[src/rtl/fsq_ram.sv]
// generic single-write, single-read ram with registered read data
module fsq_ram #(
  parameter int unsigned Width = 32,
  parameter int unsigned Depth = 64
) (
  input  logic                                    clk_i,
  input  logic                                    we_i,
  input  logic [((Depth > 1) ? $clog2(Depth) : 1)-1:0] waddr_i,
  input  logic [Width-1:0]                        wdata_i,
  input  logic [((Depth > 1) ? $clog2(Depth) : 1)-1:0] raddr_i,
  output logic [Width-1:0]                        rdata_o
);

  logic [Width-1:0] mem_q [Depth];

  always_ff @(posedge clk_i) begin
    if (we_i) begin
      mem_q[waddr_i] <= wdata_i;
    end
    rdata_o <= mem_q[raddr_i];
  end

endmodule

[config.mk]
export PLATFORM = sky130hd
export DESIGN_NAME = fsq_ram
export DESIGN_NICKNAME = d
export VERILOG_FILES = /design/src/rtl/fsq_ram.sv
export SDC_FILE = /design/constraint.sdc
export NUM_CORES = 2
export LEC_CHECK = 0
export BUFFER_PORTS_ARGS = -buffer_cell sky130_fd_sc_hd__clkbuf_2
export CAP_MARGIN = 20
export CORE_ASPECT_RATIO = 0.8
export CORE_MARGIN = 5
export CORE_UTILIZATION = 36
export CTS_CLUSTER_DIAMETER = 40
export DETAILED_ROUTE_END_ITERATION = 8
export PLACE_DENSITY = 0.61
export SLEW_MARGIN = 20
export SYNTH_ARGS = -nofsm -noshare
export SYNTH_HDL_FRONTEND = slang
export SYNTH_SLANG_ARGS = --single-unit
[constraint.sdc]
create_clock -name clk_i -period 8 [get_ports clk_i]
set_input_delay 0.4 -clock clk_i [delete_from_list [all_inputs] [get_ports clk_i]]
set_output_delay 0.4 -clock clk_i [all_outputs]
set_load 0.05 [all_outputs]
# After elaboration in Yosys (flattened, before gate mapping)
# Memory sizes are Yosys's and may differ from the RTL's. A register that Yosys moved wholly into a read port is not among the register bits.
# Index checks and enable logic that the tools add are counted.
[classes]
mux = 2
[op_table]
columns = ["cell", "n"]
rows = [
  ["$mux 1", 2],
]
[totals]
register_bits = 0
in_bits = 46
word_cells = 3
ramBits = 2048
n_memories = 1
[mem_list]
columns = ["name", "depth", "word_bits", "read_ports", "rd_clocked_by_memory_dff", "write_ports", "line", "rtl"]
rows = [
  ["mem_q", 64, 32, 1, 1, 1, "14", "logic [Width-1:0] mem_q [Depth];"],
]

# Longest topological paths before layout
[depth]
word_depth = 2
ltp_mapped = 10
depth_no_buf = 5

# Worst setup path after synthesis
# OpenSTA, ideal clock, no wires.
[synth_timing]
kind = "in2reg"
from = "input waddr_i[3] (netlist name)"
to = "memory mem_q[48][0] (enable)"
t_required_ps = 7539
path_slack_ps = 4440
n_path_buf = 1
t_arrival_ps = 3099
stages = 4
setup_time_ps = 461
cell_sequence = "clkbuf_1 -> nor2b_1 -> nand4b_1 -> nor3_1"
[synth_lines]
columns = ["item", "line", "rtl"]
rows = [
  ["start, declared", "8", "input logic [((Depth > 1) ? $clog2(Depth) : 1)-1:0] waddr_i,"],
  ["end, declared", "14", ""],
]
# No word-level cell before the write port.

==> reports/qor.csv <==
metric,value,unit
status,finished clean,
Area Growth Syn to Fin,14.29,%
grt ovf,0,
Crit Path Category,primary input to flop,
floorplan core area,217100,um^2
largest net degree at the start of global routing,105,
max incr delay on CP,0.90,ns
CP Capture Type,flop,
Initial Util,36.17,%
Worst path top cell family by delay,buffers and inverters,
die area,227600,um^2
Mapped Cells,3324,
synthesized area,78520,um^2
"CTS clk-pin slew, worst paths",0.06,ns
met1 GRT Util,25.21,%
layout cells sized above 1,30.02,%
RSZ-0062 raised after global routing,false,
crit-path cells,buf_8 > buf_4 > buf_4 > mux4_2 > o22ai_1 > nor2_1 > a21oi_1 > nor2_1,
Final Skew,0.02331,ns
routed len/inst,30.45,um
"IR drop worst, VDD",0.2175,mV
placed insts,6206,
vias in the first global route,36960,
critical path's slowest cell,a21oi_1,
TritonCTS clock tree,done,
Cell Rows,153,
synth unique cells,34,
Mapped Nets,3370,
GP Congestion,0.7387,
Finished Layout Cells,6578,
crit path buf inv count,3,
DRT iter0 DRCs,4623,
"Seq/Total Area, Yosys",79.14,%
post-CTS setup buffers,0,
R2R Setup Slk,5.59,ns
layout net count,3587,
DIE HEIGHT,427.7,um
detailed-route via count,36760,
final WL,200300,um
Critical Path RT,8.68,ns
Synth warnings,0,
Top Usage Layer GRT,met2,
Worst Tran Pin Value,1.154,ns
post-CTS resize count,0,
# setup viols final,0,
fmax,0.3096,GHz
hold buffer count at cts,0,
worst rel slew slack,23.07,%
clock latency on the worst-skew pair,0.84,ns
Worst Path Max Fanout,46,
post-place setup slack,3.819,ns
GRT Total Usage,17.45,%
clock sinks,2080,
Pins Over Slew Limit,0,
initial antenna violation count,14,
Max Buffers Root-to-Sink,3,
Via density,5.588,
Critical Path Source Type,primary input,
fin crit share,40.37,%
Power Density,253.0,nW/um^2
die span in x,532.1,um
ANT nets after route,0,
I/O Pins,78,
TNS Setup,0,ns
PnR worst setup slack,4.770,ns
met2 Usage GRT,27.48,%
class of the tightest hold or removal check,primary input to flop,
residual DRC count,0,
DP Wirelength,100300,um
TritonRoute pass-1 iters,5,
Yosys reg bits,2080,
# H-tree levels,4,
TritonCTS buffer count,200,
Max-Cap Viols,0,
post-synthesis average cell area,23.62,um^2
first-pass GRT wire length,283100,um
critical path arrival,3.90,ns
Fin. Hold Viols,0,
IO buf count,77,
crit path time final,3.230,ns
GR Layer Usage met3,3.400,%
Root Buffer,clkbuf_16,
LEAKAGE,0.02755,uW
cell usage after synthesis:
master	number	area, um^2
a21oi_1	62	310.3
a22oi_1	12	90.09
a311oi_1	8	70.07
a31oi_1	1	6.260
a41o_1	4	40.04
and2_1	2	12.51
and3_1	4	25.02
buf_1	21	78.83
buf_2	57	285.3
buf_4	25	187.7
buf_6	5	56.30
clkbuf_1	74	277.8
dfxtp_1	32	640.6
edfxtp_1	2048	61500
mux2i_1	93	930.9
mux4_2	544	12250
nand2_1	26	97.59
nand2b_1	8	50.05
nand3_1	5	25.02
nand3b_1	5	37.54
nand4_1	2	12.51
nand4b_1	1	8.760
nor2_1	137	514.2
nor2b_1	15	93.84
nor3_1	7	35.03
o221ai_1	27	236.5
o22ai_1	84	525.5
o32ai_1	4	35.03
or2_0	1	6.260
or2_1	1	6.260
or2_2	1	6.260
or3_1	3	18.77
or3b_1	2	17.52
or3b_2	3	26.28
cell usage in the layout, fill, tap and decap left out, types with 4 or more instances in the layout:
cell type   synthesis  layout
edfxtp_1         2048    2048
mux4_2            544     544
clkbuf_16           0     202
buf_4              25     116
mux2i_1            93      93
o22ai_1            84      84
nor2_1            137      75
clkbuf_2            0      68
nor2_4              0      62
a21oi_1            62      60
clkbuf_1           74      45
dfxtp_1            32      32
o221ai_1           27      27
nand2_1            26      26
clkinv_1            0      24
clkinv_2            0      22
bufinv_16           0      16
clkbuf_8            0      16
nor2b_1            15      14
a22oi_1            12      12
inv_6               0      10
clkinv_8            0       8
clkinvlp_4          0       8
buf_12              0       8
diode_2             0       7
a311oi_1            8       7
clkinv_4            0       7
nand2b_1            8       5
nand3b_1            5       5
nor3_1              7       5
nand3_1             5       5
and3_1              4       4
a41o_1              4       4
o32ai_1             4       4
inv_8               0       4
registers in the layout, indices dropped and copies added (netlist names):
name	cells
rdata_o	32
mem_q	2048
area by class of cell:
cell class	instances	area, um^2
timing repair buffer	197	1433
multi-input combinational	1062	15990
fill	18670	127400
clock inverter	102	1125
tap	2867	3587
sequential	2080	62140
clock buffer	263	5444
antenna	7	17.52
where the power goes:
| group | total [uW] | internal [uW] | switching, uW |
|---|---|---|---|
| Sequential | 12100 | 12100 | 47.9 |
| Clock | 9450 | 5350 | 4100 |
| Combinational | 1140 | 395 | 747 |
final timing paths:
check,start,end,cells after the start
worst min-delay path,wdata_i[18],mem_q[46][18],1
worst min register to register,mem_q[28][8],rdata_o[8],4
worst max-delay path,raddr_i[0],rdata_o[24],8
worst max register to register,mem_q[44][23],rdata_o[23],4
stage by stage:
stage | cell area, um^2 | hold WS, ns | utilization, % | total power, uW
2_1_floorplan | 78520 | 0.4989 | - | 12990
3_3_place_gp | 83120 | 0.7321 | 38.29 | 13490
3_5_place_dp | 83120 | 0.7388 | 38.29 | 13510
4_1_cts | 89690 | 0.1495 | 41.32 | 22870
5_1_grt | 89720 | 0.1046 | 41.33 | 23390
6_report | 89730 | 0.1136 | 41.34 | 22700
cell families (layout without fill, tap and decap cells):
logic type | Yosys count | after routing | synth area share (%)
AOI/OAI and AO/OA | 202 | 202 | 1.673
buffers and inverters | 182 | 562 | 1.128
DFF | 2080 | 2080 | 79.14
muxes | 637 | 637 | 16.79
other | 0 | 7 | 0
and+or+nand+nor | 223 | 223 | 1.265
worst reg2reg max path, stage by stage (launching register included):
cell	delay, ns
edfxtp_1	0.36
mux4_2	0.47
mux4_2	0.54
o22ai_1	0.75
nor2_1	0.12
per-layer routing:
layer / up-vias / wire length, um
met5: - / 0
met2: 1616 / 94490
met3: 259 / 18330
li1: 14720 / -
met4: 0 / 3934
met1: 20160 / 83550
Power figures use the tool's default switching activity.
